--- config.mk ---
export PLATFORM = sky130hd
export DESIGN_NAME = named_counting_semaphore_table_core
export DESIGN_NICKNAME = d
export VERILOG_FILES = /design/src/hdl/ncst_pkg.sv /design/src/hdl/ncst_fifo.sv /design/src/hdl/ncst_exec.sv /design/src/hdl/named_counting_semaphore_table_core.sv
export SDC_FILE = /design/constraint.sdc
export NUM_CORES = 2
export LEC_CHECK = 0
export BUFFER_PORTS_ARGS = -buffer_cell sky130_fd_sc_hd__buf_2
export CAP_MARGIN = 20
export CORE_ASPECT_RATIO = 0.9
export CORE_UTILIZATION = 34
export CTS_BUF_LIST = sky130_fd_sc_hd__clkbuf_2 sky130_fd_sc_hd__clkbuf_4 sky130_fd_sc_hd__clkbuf_8
export DETAILED_ROUTE_END_ITERATION = 8
export GPL_TIMING_DRIVEN = 0
export SKIP_CTS_REPAIR_TIMING = 1
export SKIP_LAST_GASP = 1
export SYNTH_ARGS = -nofsm -noshare
export SYNTH_HDL_FRONTEND = slang
export SYNTH_SLANG_ARGS = --single-unit
--- constraint.sdc ---
create_clock -name clock -period 8.7 [get_ports clock]
set_input_delay 0.87 -clock clock [delete_from_list [all_inputs] [get_ports clock]]
set_output_delay 0.87 -clock clock [all_outputs]
set_load 0.02 [all_outputs]
--- src/hdl/ncst_pkg.sv ---
`timescale 1ns / 1ps
package ncst_pkg;
   localparam int NUM_SEMS_DEF   = 16;
   localparam int WAIT_DEPTH_DEF = 8;

   typedef enum logic [1:0] {
      OP_OPEN  = 2'd0,
      OP_CLOSE = 2'd1,
      OP_WAIT  = 2'd2,
      OP_POST  = 2'd3
   } op_type;

   typedef enum logic [2:0] {
      ST_OK     = 3'd0,
      ST_FULL   = 3'd1,
      ST_NOKEY  = 3'd2,
      ST_QFULL  = 3'd3,
      ST_BADIDX = 3'd4
   } status_type;

   typedef struct packed {
      op_type      opcode;
      logic [31:0] sem_key;
      logic [15:0] init_value;
      logic [3:0]  sem_index;
      logic [7:0]  requester_pid;
   } req_type;

   typedef struct packed {
      status_type  status;
      logic [3:0]  slot_index;
      logic        granted;
      logic        woken_valid;
      logic [7:0]  woken_pid;
   } rsp_type;

   typedef enum logic [2:0] {
      EX_IDLE,
      EX_SCAN,
      EX_READ,
      EX_EXEC,
      EX_WAKE,
      EX_DONE
   } exec_state_type;
endpackage

--- src/hdl/ncst_fifo.sv ---
`timescale 1ns / 1ps
module ncst_fifo #(
   parameter int WIDTH = 8
) (
   input  logic             clock,
   input  logic             reset,
   input  logic             push,
   output logic             full,
   input  logic [WIDTH-1:0] din,
   input  logic             pop,
   output logic             empty,
   output logic [WIDTH-1:0] dout
);
   logic [WIDTH-1:0] data_ff [2];
   logic             wp_ff, wp_in, rp_ff, rp_in;
   logic [1:0]       cnt_ff, cnt_in;

   assign full  = (cnt_ff == 2'd2);
   assign empty = (cnt_ff == 2'd0);
   assign dout  = data_ff[rp_ff];

   always_comb begin
      wp_in  = wp_ff;
      rp_in  = rp_ff;
      cnt_in = cnt_ff;
      if (push && !full) begin
         wp_in = ~wp_ff;
      end
      if (pop && !empty) begin
         rp_in = ~rp_ff;
      end
      if ((push && !full) && !(pop && !empty)) begin
         cnt_in = cnt_ff + 2'd1;
      end else if (!(push && !full) && (pop && !empty)) begin
         cnt_in = cnt_ff - 2'd1;
      end
   end

   always_ff @(posedge clock) begin
      if (reset) begin
         wp_ff  <= 1'b0;
         rp_ff  <= 1'b0;
         cnt_ff <= 2'd0;
      end else begin
         wp_ff  <= wp_in;
         rp_ff  <= rp_in;
         cnt_ff <= cnt_in;
      end
      if (push && !full) begin
         data_ff[wp_ff] <= din;
      end
   end
endmodule

--- src/hdl/ncst_exec.sv ---
`timescale 1ns / 1ps
module ncst_exec #(
   parameter int NUM_SEMS   = ncst_pkg::NUM_SEMS_DEF,
   parameter int WAIT_DEPTH = ncst_pkg::WAIT_DEPTH_DEF
) (
   input  logic              clock,
   input  logic              reset,
   input  logic              cmd_empty,
   input  ncst_pkg::req_type cmd,
   output logic              cmd_pop,
   input  logic              res_full,
   output logic              res_push,
   output ncst_pkg::rsp_type res
);
   localparam int SW = (NUM_SEMS > 1) ? $clog2(NUM_SEMS) : 1;
   localparam int QW = (WAIT_DEPTH > 1) ? $clog2(WAIT_DEPTH) : 1;
   localparam int LW = $clog2(WAIT_DEPTH + 1);

   ncst_pkg::exec_state_type state_ff, state_in;

   logic [NUM_SEMS-1:0] in_use_ff;
   logic [31:0]         key_mem  [NUM_SEMS];
   logic [15:0]         cnt_mem  [NUM_SEMS];
   logic [7:0]          refs_mem [NUM_SEMS];
   logic [QW-1:0]       head_mem [NUM_SEMS];
   logic [LW-1:0]       len_mem  [NUM_SEMS];
   logic [7:0]          pid_mem  [NUM_SEMS*WAIT_DEPTH];

   logic [SW:0]   scan_ff;
   logic          hit_ff, free_ok_ff;
   logic [SW-1:0] slot_ff;
   logic [15:0]   rcnt_ff;
   logic [7:0]    rrefs_ff, rpid_ff;
   logic [QW-1:0] rhead_ff;
   logic [LW-1:0] rlen_ff;
   ncst_pkg::rsp_type rsp_ff;

   logic [SW-1:0] sidx;
   logic [SW-1:0] widx;
   logic          idx_ok;
   logic          scan_hit;
   logic [QW:0]   tail_sum;
   logic [QW-1:0] tail;
   logic [QW-1:0] head_nx;

   assign sidx = scan_ff[SW-1:0];
   assign widx = SW'(cmd.sem_index);
   assign idx_ok = ({28'd0, cmd.sem_index} < 32'(NUM_SEMS)) && in_use_ff[widx];
   assign scan_hit = in_use_ff[sidx] && (key_mem[sidx] == cmd.sem_key);
   assign tail_sum = (QW+1)'(rhead_ff) + (QW+1)'(rlen_ff);
   assign tail = (tail_sum >= (QW+1)'(WAIT_DEPTH)) ?
                 QW'(tail_sum - (QW+1)'(WAIT_DEPTH)) : QW'(tail_sum);
   assign head_nx = (32'(rhead_ff) == 32'(WAIT_DEPTH - 1)) ? '0 : rhead_ff + QW'(1);

   always_comb begin
      state_in = state_ff;
      unique case (state_ff)
         ncst_pkg::EX_IDLE: begin
            if (!cmd_empty) begin
               if (cmd.opcode == ncst_pkg::OP_OPEN || cmd.opcode == ncst_pkg::OP_CLOSE) begin
                  state_in = ncst_pkg::EX_SCAN;
               end else if (idx_ok) begin
                  state_in = ncst_pkg::EX_READ;
               end else begin
                  state_in = ncst_pkg::EX_DONE;
               end
            end
         end
         ncst_pkg::EX_SCAN: begin
            if (scan_ff == (SW+1)'(NUM_SEMS - 1) || scan_hit) begin
               state_in = ncst_pkg::EX_READ;
            end
         end
         ncst_pkg::EX_READ: state_in = ncst_pkg::EX_EXEC;
         ncst_pkg::EX_EXEC: begin
            if (cmd.opcode == ncst_pkg::OP_POST && rlen_ff != '0) begin
               state_in = ncst_pkg::EX_WAKE;
            end else begin
               state_in = ncst_pkg::EX_DONE;
            end
         end
         ncst_pkg::EX_WAKE: state_in = ncst_pkg::EX_DONE;
         ncst_pkg::EX_DONE: begin
            if (!res_full) begin
               state_in = ncst_pkg::EX_IDLE;
            end
         end
         default: state_in = ncst_pkg::EX_IDLE;
      endcase
   end

   always_comb begin
      res_push = (state_ff == ncst_pkg::EX_DONE) && !res_full;
      cmd_pop  = res_push;
      res      = rsp_ff;
   end

   always_ff @(posedge clock) begin
      if (reset) begin
         state_ff  <= ncst_pkg::EX_IDLE;
         in_use_ff <= '0;
      end else begin
         state_ff <= state_in;
         if (state_ff == ncst_pkg::EX_EXEC) begin
            if (cmd.opcode == ncst_pkg::OP_OPEN && (hit_ff || free_ok_ff)) begin
               in_use_ff[slot_ff] <= 1'b1;
            end else if (cmd.opcode == ncst_pkg::OP_CLOSE && hit_ff && rrefs_ff <= 8'd1) begin
               in_use_ff[slot_ff] <= 1'b0;
            end
         end
      end

      rcnt_ff  <= cnt_mem[slot_ff];
      rrefs_ff <= refs_mem[slot_ff];
      rhead_ff <= head_mem[slot_ff];
      rlen_ff  <= len_mem[slot_ff];
      rpid_ff  <= pid_mem[(SW+QW)'(slot_ff) * (SW+QW)'(WAIT_DEPTH) + (SW+QW)'(rhead_ff)];

      unique case (state_ff)
         ncst_pkg::EX_IDLE: begin
            scan_ff    <= '0;
            hit_ff     <= 1'b0;
            free_ok_ff <= 1'b0;
            slot_ff    <= widx;
            rsp_ff     <= '{ncst_pkg::ST_BADIDX, 4'd0, 1'b0, 1'b0, 8'd0};
         end
         ncst_pkg::EX_SCAN: begin
            if (scan_hit) begin
               hit_ff  <= 1'b1;
               slot_ff <= sidx;
            end else begin
               if (!in_use_ff[sidx] && !free_ok_ff) begin
                  free_ok_ff <= 1'b1;
                  slot_ff    <= sidx;
               end
               scan_ff <= scan_ff + (SW+1)'(1);
            end
         end
         ncst_pkg::EX_EXEC: begin
            unique case (cmd.opcode)
               ncst_pkg::OP_OPEN: begin
                  if (hit_ff) begin
                     if (rrefs_ff != 8'hFF) refs_mem[slot_ff] <= rrefs_ff + 8'd1;
                     rsp_ff.status     <= ncst_pkg::ST_OK;
                     rsp_ff.slot_index <= 4'(slot_ff);
                  end else if (free_ok_ff) begin
                     key_mem[slot_ff]  <= cmd.sem_key;
                     cnt_mem[slot_ff]  <= cmd.init_value;
                     refs_mem[slot_ff] <= 8'd1;
                     head_mem[slot_ff] <= '0;
                     len_mem[slot_ff]  <= '0;
                     rsp_ff.status     <= ncst_pkg::ST_OK;
                     rsp_ff.slot_index <= 4'(slot_ff);
                  end else begin
                     rsp_ff.status <= ncst_pkg::ST_FULL;
                  end
               end
               ncst_pkg::OP_CLOSE: begin
                  if (!hit_ff) begin
                     rsp_ff.status <= ncst_pkg::ST_NOKEY;
                  end else if (rrefs_ff <= 8'd1) begin
                     refs_mem[slot_ff] <= 8'd0;
                     rsp_ff.status     <= ncst_pkg::ST_OK;
                  end else begin
                     refs_mem[slot_ff] <= rrefs_ff - 8'd1;
                     rsp_ff.status     <= ncst_pkg::ST_OK;
                  end
               end
               ncst_pkg::OP_WAIT: begin
                  if (rcnt_ff != 16'd0) begin
                     cnt_mem[slot_ff] <= rcnt_ff - 16'd1;
                     rsp_ff.status    <= ncst_pkg::ST_OK;
                     rsp_ff.granted   <= 1'b1;
                  end else if (32'(rlen_ff) >= 32'(WAIT_DEPTH)) begin
                     rsp_ff.status <= ncst_pkg::ST_QFULL;
                  end else begin
                     pid_mem[(SW+QW)'(slot_ff) * (SW+QW)'(WAIT_DEPTH) + (SW+QW)'(tail)] <=
                        cmd.requester_pid;
                     len_mem[slot_ff] <= rlen_ff + LW'(1);
                     rsp_ff.status    <= ncst_pkg::ST_OK;
                  end
               end
               ncst_pkg::OP_POST: begin
                  rsp_ff.status <= ncst_pkg::ST_OK;
                  if (rlen_ff != '0) begin
                     head_mem[slot_ff] <= head_nx;
                     len_mem[slot_ff]  <= rlen_ff - LW'(1);
                  end else if (rcnt_ff != 16'hFFFF) begin
                     cnt_mem[slot_ff] <= rcnt_ff + 16'd1;
                  end
               end
               default: ;
            endcase
         end
         ncst_pkg::EX_WAKE: begin
            rsp_ff.woken_valid <= 1'b1;
            rsp_ff.woken_pid   <= rpid_ff;
         end
         default: ;
      endcase
   end
endmodule

--- src/hdl/named_counting_semaphore_table_core.sv ---
`timescale 1ns / 1ps
// Channel   Ports                              Handshake
// request   req_opcode .. req_requester_pid    push / full
// response  rsp_status .. rsp_woken_pid        empty / pop
//
// Open and close scan the slots for a key, one slot a cycle.
// Wait and post skip the scan and use the slot index; one item is worked on at a time.
// Reset is synchronous and frees every slot at once; no clearing pass.
// A full response queue stalls the back end; the request queue keeps taking items until it is full.
module named_counting_semaphore_table_core #(
   parameter int NUM_SEMS   = ncst_pkg::NUM_SEMS_DEF,
   parameter int WAIT_DEPTH = ncst_pkg::WAIT_DEPTH_DEF
) (
   input  logic        clock,
   input  logic        reset,
   input  logic        push,
   output logic        full,
   input  logic [1:0]  req_opcode,
   input  logic [31:0] req_sem_key,
   input  logic [15:0] req_init_value,
   input  logic [3:0]  req_sem_index,
   input  logic [7:0]  req_requester_pid,
   output logic        empty,
   input  logic        pop,
   output logic [2:0]  rsp_status,
   output logic [3:0]  rsp_slot_index,
   output logic        rsp_granted,
   output logic        rsp_woken_valid,
   output logic [7:0]  rsp_woken_pid
);
   ncst_pkg::req_type req_in, cmd;
   ncst_pkg::rsp_type res, rsp_out;
   logic cmd_empty, cmd_pop, res_full, res_push;

   assign req_in = '{ncst_pkg::op_type'(req_opcode), req_sem_key, req_init_value,
                     req_sem_index, req_requester_pid};

   ncst_fifo #(.WIDTH($bits(ncst_pkg::req_type))) u_req_q (
      .clock(clock), .reset(reset), .push(push), .full(full), .din(req_in),
      .pop(cmd_pop), .empty(cmd_empty), .dout(cmd));

   ncst_exec #(.NUM_SEMS(NUM_SEMS), .WAIT_DEPTH(WAIT_DEPTH)) u_exec (
      .clock(clock), .reset(reset), .cmd_empty(cmd_empty), .cmd(cmd), .cmd_pop(cmd_pop),
      .res_full(res_full), .res_push(res_push), .res(res));

   ncst_fifo #(.WIDTH($bits(ncst_pkg::rsp_type))) u_rsp_q (
      .clock(clock), .reset(reset), .push(res_push), .full(res_full), .din(res),
      .pop(pop), .empty(empty), .dout(rsp_out));

   assign rsp_status      = rsp_out.status;
   assign rsp_slot_index  = rsp_out.slot_index;
   assign rsp_granted     = rsp_out.granted;
   assign rsp_woken_valid = rsp_out.woken_valid;
   assign rsp_woken_pid   = rsp_out.woken_pid;
endmodule

==> qor_table.md <==
| Result | Reported | Unit |
|:---|:---|:---|
| Post-Route Skew | 0.108 | ns |
| Worst flop-to-flop path endpoint | u_exec.slot_ff[0] | - |
| Die area | 266000 | µm² |
| DRC violations left | 0 | - |
| Share of flip-flops with an asynchronous set or reset after synthesis | 0 | % |
| Hold Startpoint | req_sem_index[0] | - |
| Flip-flop and latch count after synthesis | 2290 | - |
| Ordered cell list for the critical path | buf_4, buf_4, buf_2, mux2i_1, inv_1, xnor2_1, nor4_1, a2bb2oi_1, nor4_2, nand4_1, a21boi_0 | - |
| Share of synthesized cell area in and, or, nand and nor gates | 2.83 | % |
| Placeable core area | 262000 | µm² |
| Total routed wirelength | 243 | mm |
| Gate power share | 23.3 | % |
| Post-layout nets | 5078 | - |
| Synth cell types | 72 | - |
| Initial antenna violation count | 14 | - |
| Clock power share | 31.6 | % |
| All-layer global routing usage | 18.1 | % |
| Result of the run | complete, no violations | - |
| Dpl cell area | 96400 | µm² |
| Critical Path Slowest Stage Cell | sky130_fd_sc_hd__nor4_1 | - |
| Max clock buf depth | 4 | - |
| Number of max-cap violations | 0 | - |
| Post-Synth Adder-Cell Area | 0.232 | % |
| Met3 wirelength from detailed routing | 19.8 | mm |
| Setup TNS after final layout | 0 | ns |
| Root buffer cell | sky130_fd_sc_hd__clkbuf_8 | - |
| Die height | 489 | µm |
| Cell leakage power | 31.8 | nW |
| Startpoint type of the worst setup path | flop | - |
| Layout area overhead | 16.1 | % |
| Hold Path Depth | 1 | - |
| Non-Filler Cell Area, Final | 104000 | µm² |
| Syn_nets | 4488 | - |
| Number of clock sinks | 2290 | - |
| Width of the chip | 543 | µm |
| Number of failing hold endpoints at the final stage | 0 | - |
| Wire length of the first global-routing pass | 344 | mm |
| DRT Pass-1 Iters | 9 | - |
| TritonCTS clock tree | yes | - |
| Number of warnings issued by yosys | 0 | - |
| Post-DP HPWL | 161 | mm |
| Crit Path Max Fanout | 17 | - |
| Final period util | 59.2 | % |
| Peak clock frequency supported by timing | 194 | MHz |
| Max-slew violation count | 0 | - |
| Length of routed met2 wiring | 115 | mm |
| Initial Util | 34.3 | % |
| Vias per cell | 5.34 | - |
| Cell count after synthesis | 4406 | - |
| Endpoint with the worst hold slack | u_req_q.data_ff[1][8] | - |
| Number of standard-cell rows in the floorplan | 178 | - |
| Tightest slew margin relative to the limit | 16.9 | % |
| Dominant combinational cell family by area after synthesis | multiplexers | - |
| Endpoint arrival time on the critical path | 5.79 | ns |
| Count of buffers inserted at the top-level ports | 84 | - |
| Cell Int Power | 20.3 | mW |
| Worst slew pin tran | 1.25 | ns |
| Worst vdd rail ir drop | 0.143 | mV |
| Maximum single-stage delay on the critical path | 0.74 | ns |
| Number of global-route vias before repair | 47600 | - |
| Compound-Gate Fraction of Synth Area | 2.43 | % |
| Worst Path Required | 9.33 | ns |
| Post-synthesis sequential area ratio | 75.9 | % |
| Switching pwr | 8.81 | mW |
| Unrepaired setup endpoints after global routing | false | - |
| H-Tree Level Count | 5 | - |
| Register clock-pin slew on the reported worst setup and hold paths | 0.06 | ns |
| Min-delay worst type | primary input to flop | - |
| R2R setup slack | 3.55 | ns |
| Overall power after layout | 29.1 | mW |
| Routed length on met1 | 99.2 | mm |
| Share of post-route cells with drive strength above 1 | 27.5 | % |
| XOR/XNOR Fraction of Synth Area | 0.811 | % |
| Gp weighted congestion | 0.862 | - |
| Post-Synthesis Mean Instance Area | 20.3 | µm² |
| Multiplexer fraction of the synthesized cell area | 16.4 | % |
| Finished Core Util | 39.8 | % |
| DRC marker count from the first detailed-route iteration | 5593 | - |
| Critical Path Most Common Cell | sky130_fd_sc_hd__buf_4 | - |
| Average wire per cell in the routed design | 27.7 | µm |
| Final setup violating endpoints | 0 | - |
| Flip-flop cell with the highest count after synthesis | sky130_fd_sc_hd__edfxtp_1 | - |
| Overall via count from detail_route | 47000 | - |
| Count of pins on the block boundary | 85 | - |
| Class of the most critical setup path | flop to flop | - |
| Source-to-sink clock delay at the later pin of the worst-skew pair | 1.01 | ns |
| Clock period minus final worst setup slack | 5.15 | ns |
| Post-synth EDFFs | 2218 | - |
| Sw frac | 30.3 | % |
| Highest routed layer | met4 | - |
| Netlist area before placement | 89600 | µm² |
| Maximum number of pins on one net before global-route repair | 129 | - |
| Sequential cell fraction of total power | 45.1 | % |
| Length in cells of the worst reg-to-reg path | 11 | - |
| Count of nets left with antenna violations after detail routing | 0 | - |
| Number of CTS-inserted buffers | 373 | - |
| Endpoint kind of the worst setup timing path | flop | - |
| Overflow left after global routing | 0 | - |
| Areal power density over the cells | 280 | nW/µm² |
==> layer usage <==
metal	global-route usage, %	vias to the layer above
li1	-	19400
met2	29.2	2303
met5	0	-
met3	3.49	453
met1	24.2	24900
met4	6.53	0
==> cells by family after synthesis <==
| family | after synthesis |
|---|---|
| muxes | 834 |
| and+or+nand+nor | 573 |
| adders and majority gates | 16 |
| DFF | 2290 |
| AOI/OAI and AO/OA | 334 |
| xor gates and xnor gates | 83 |
| buffers and inverters | 276 |
==> metrics by stage <==
stage	hold slack [ns]	worst slack, ns	cells
3_5_place_dp	0.431	3.50	8100
5_1_grt	0.00603	3.37	8796
4_1_cts	-0.0221	3.55	8760
2_1_floorplan	0.421	4.67	4406
3_3_place_gp	0.425	1.63	8000
6_report	0.0531	3.55	8800
==> layout make-up <==
type                    count  area, µm²
repair buffers            215       2480
fillers                 23300     158000
inverters                  46        173
clock buffers             522       6350
clock inverters           138        910
diodes                      9       22.5
well taps                3510       4390
multi-input cells        1840      20600
flip-flops and latches   2290      68000
plain buffers             230       1060
==> sequential cells by signal, indices dropped and copies added, names as in the netlist, 8 cells and up, named ones only <==
signal and cells:
u_exec.cnt_mem 256, u_exec.rrefs_ff 8, u_exec.res 17, u_exec.rpid_ff 8, u_req_q.data_ff 124, u_exec.head_mem 48, u_exec.rcnt_ff 16, u_exec.pid_mem 1024
u_exec.refs_mem 128, u_exec.key_mem 512, u_exec.len_mem 64, u_rsp_q.data_ff 34
==> power groups by stage <==
stage | clock [mW] | combinational [mW] | sequential [mW]
after global placement | 0 | 6.26 | 13.4
after global routing | 9.81 | 7.11 | 13.2
final | 9.21 | 6.79 | 13.1
after CTS | 9.35 | 6.67 | 13.1
after floorplan | 0 | 3.97 | 13.3
after detailed placement | 0 | 6.66 | 13.4
==> worst max-delay path: cells and delay by family, from the launching register on <==
kind	cells	cell delay (ns)
AOI/OAI and AO/OA	2	1.03
xor gates and xnor gates	1	0.24
buffers and inverters	4	1.28
DFF	1	0.31
muxes	1	0.42
and+or+nand+nor	3	1.53
==> cell usage after synthesis (18+ instances only) <==
cell / number / share of area, %
sky130_fd_sc_hd__edfxtp_1: 2218 / 74
sky130_fd_sc_hd__mux4_2: 505 / 13
sky130_fd_sc_hd__mux2i_1: 289 / 3.2
sky130_fd_sc_hd__nor2_1: 289 / 1.2
sky130_fd_sc_hd__clkbuf_1: 127 / 0.53
sky130_fd_sc_hd__nand2_1: 119 / 0.50
sky130_fd_sc_hd__o22ai_1: 79 / 0.55
sky130_fd_sc_hd__a21oi_1: 77 / 0.43
sky130_fd_sc_hd__dfxtp_1: 72 / 1.6
sky130_fd_sc_hd__buf_1: 52 / 0.22
sky130_fd_sc_hd__o21ai_0: 51 / 0.28
sky130_fd_sc_hd__inv_1: 46 / 0.19
sky130_fd_sc_hd__xnor2_1: 44 / 0.43
sky130_fd_sc_hd__mux2_2: 40 / 0.50
sky130_fd_sc_hd__xor2_1: 39 / 0.38
sky130_fd_sc_hd__nand3_1: 27 / 0.15
sky130_fd_sc_hd__buf_2: 26 / 0.15
sky130_fd_sc_hd__and3_1: 24 / 0.17
sky130_fd_sc_hd__nor3_1: 24 / 0.13
sky130_fd_sc_hd__a221oi_1: 19 / 0.19
sky130_fd_sc_hd__nor2b_1: 18 / 0.13
==> how the worst max path moves through the flow <==
stage                                  to  slack [ns]
floorplan           u_req_q.data_ff[0][0]        4.67
global placement    u_exec.key_mem[7][29]        1.63
detailed placement      u_exec.slot_ff[1]        3.50
CTS                     u_exec.slot_ff[0]        3.55
global route            u_exec.slot_ff[0]        3.37
finish                  u_exec.slot_ff[0]        3.55
==> placed cells by master (no fill, tap or decap), types with 39 or more instances in the layout <==
| cell | count |
|---|---|
| sky130_fd_sc_hd__a21oi_1 | 76 |
| sky130_fd_sc_hd__buf_1 | 52 |
| sky130_fd_sc_hd__buf_2 | 111 |
| sky130_fd_sc_hd__buf_8 | 55 |
| sky130_fd_sc_hd__clkbuf_1 | 127 |
| sky130_fd_sc_hd__clkbuf_4 | 135 |
| sky130_fd_sc_hd__clkbuf_8 | 389 |
| sky130_fd_sc_hd__clkinv_1 | 66 |
| sky130_fd_sc_hd__clkinv_2 | 43 |
| sky130_fd_sc_hd__dfxtp_1 | 72 |
| sky130_fd_sc_hd__edfxtp_1 | 2218 |
| sky130_fd_sc_hd__inv_1 | 46 |
| sky130_fd_sc_hd__mux2i_1 | 289 |
| sky130_fd_sc_hd__mux4_2 | 505 |
| sky130_fd_sc_hd__nand2_1 | 119 |
| sky130_fd_sc_hd__nor2_1 | 256 |
| sky130_fd_sc_hd__o21ai_0 | 45 |
| sky130_fd_sc_hd__o22ai_1 | 79 |
| sky130_fd_sc_hd__xnor2_1 | 44 |
| sky130_fd_sc_hd__xor2_1 | 39 |
Note: power is estimated with default switching activity, not from simulation.
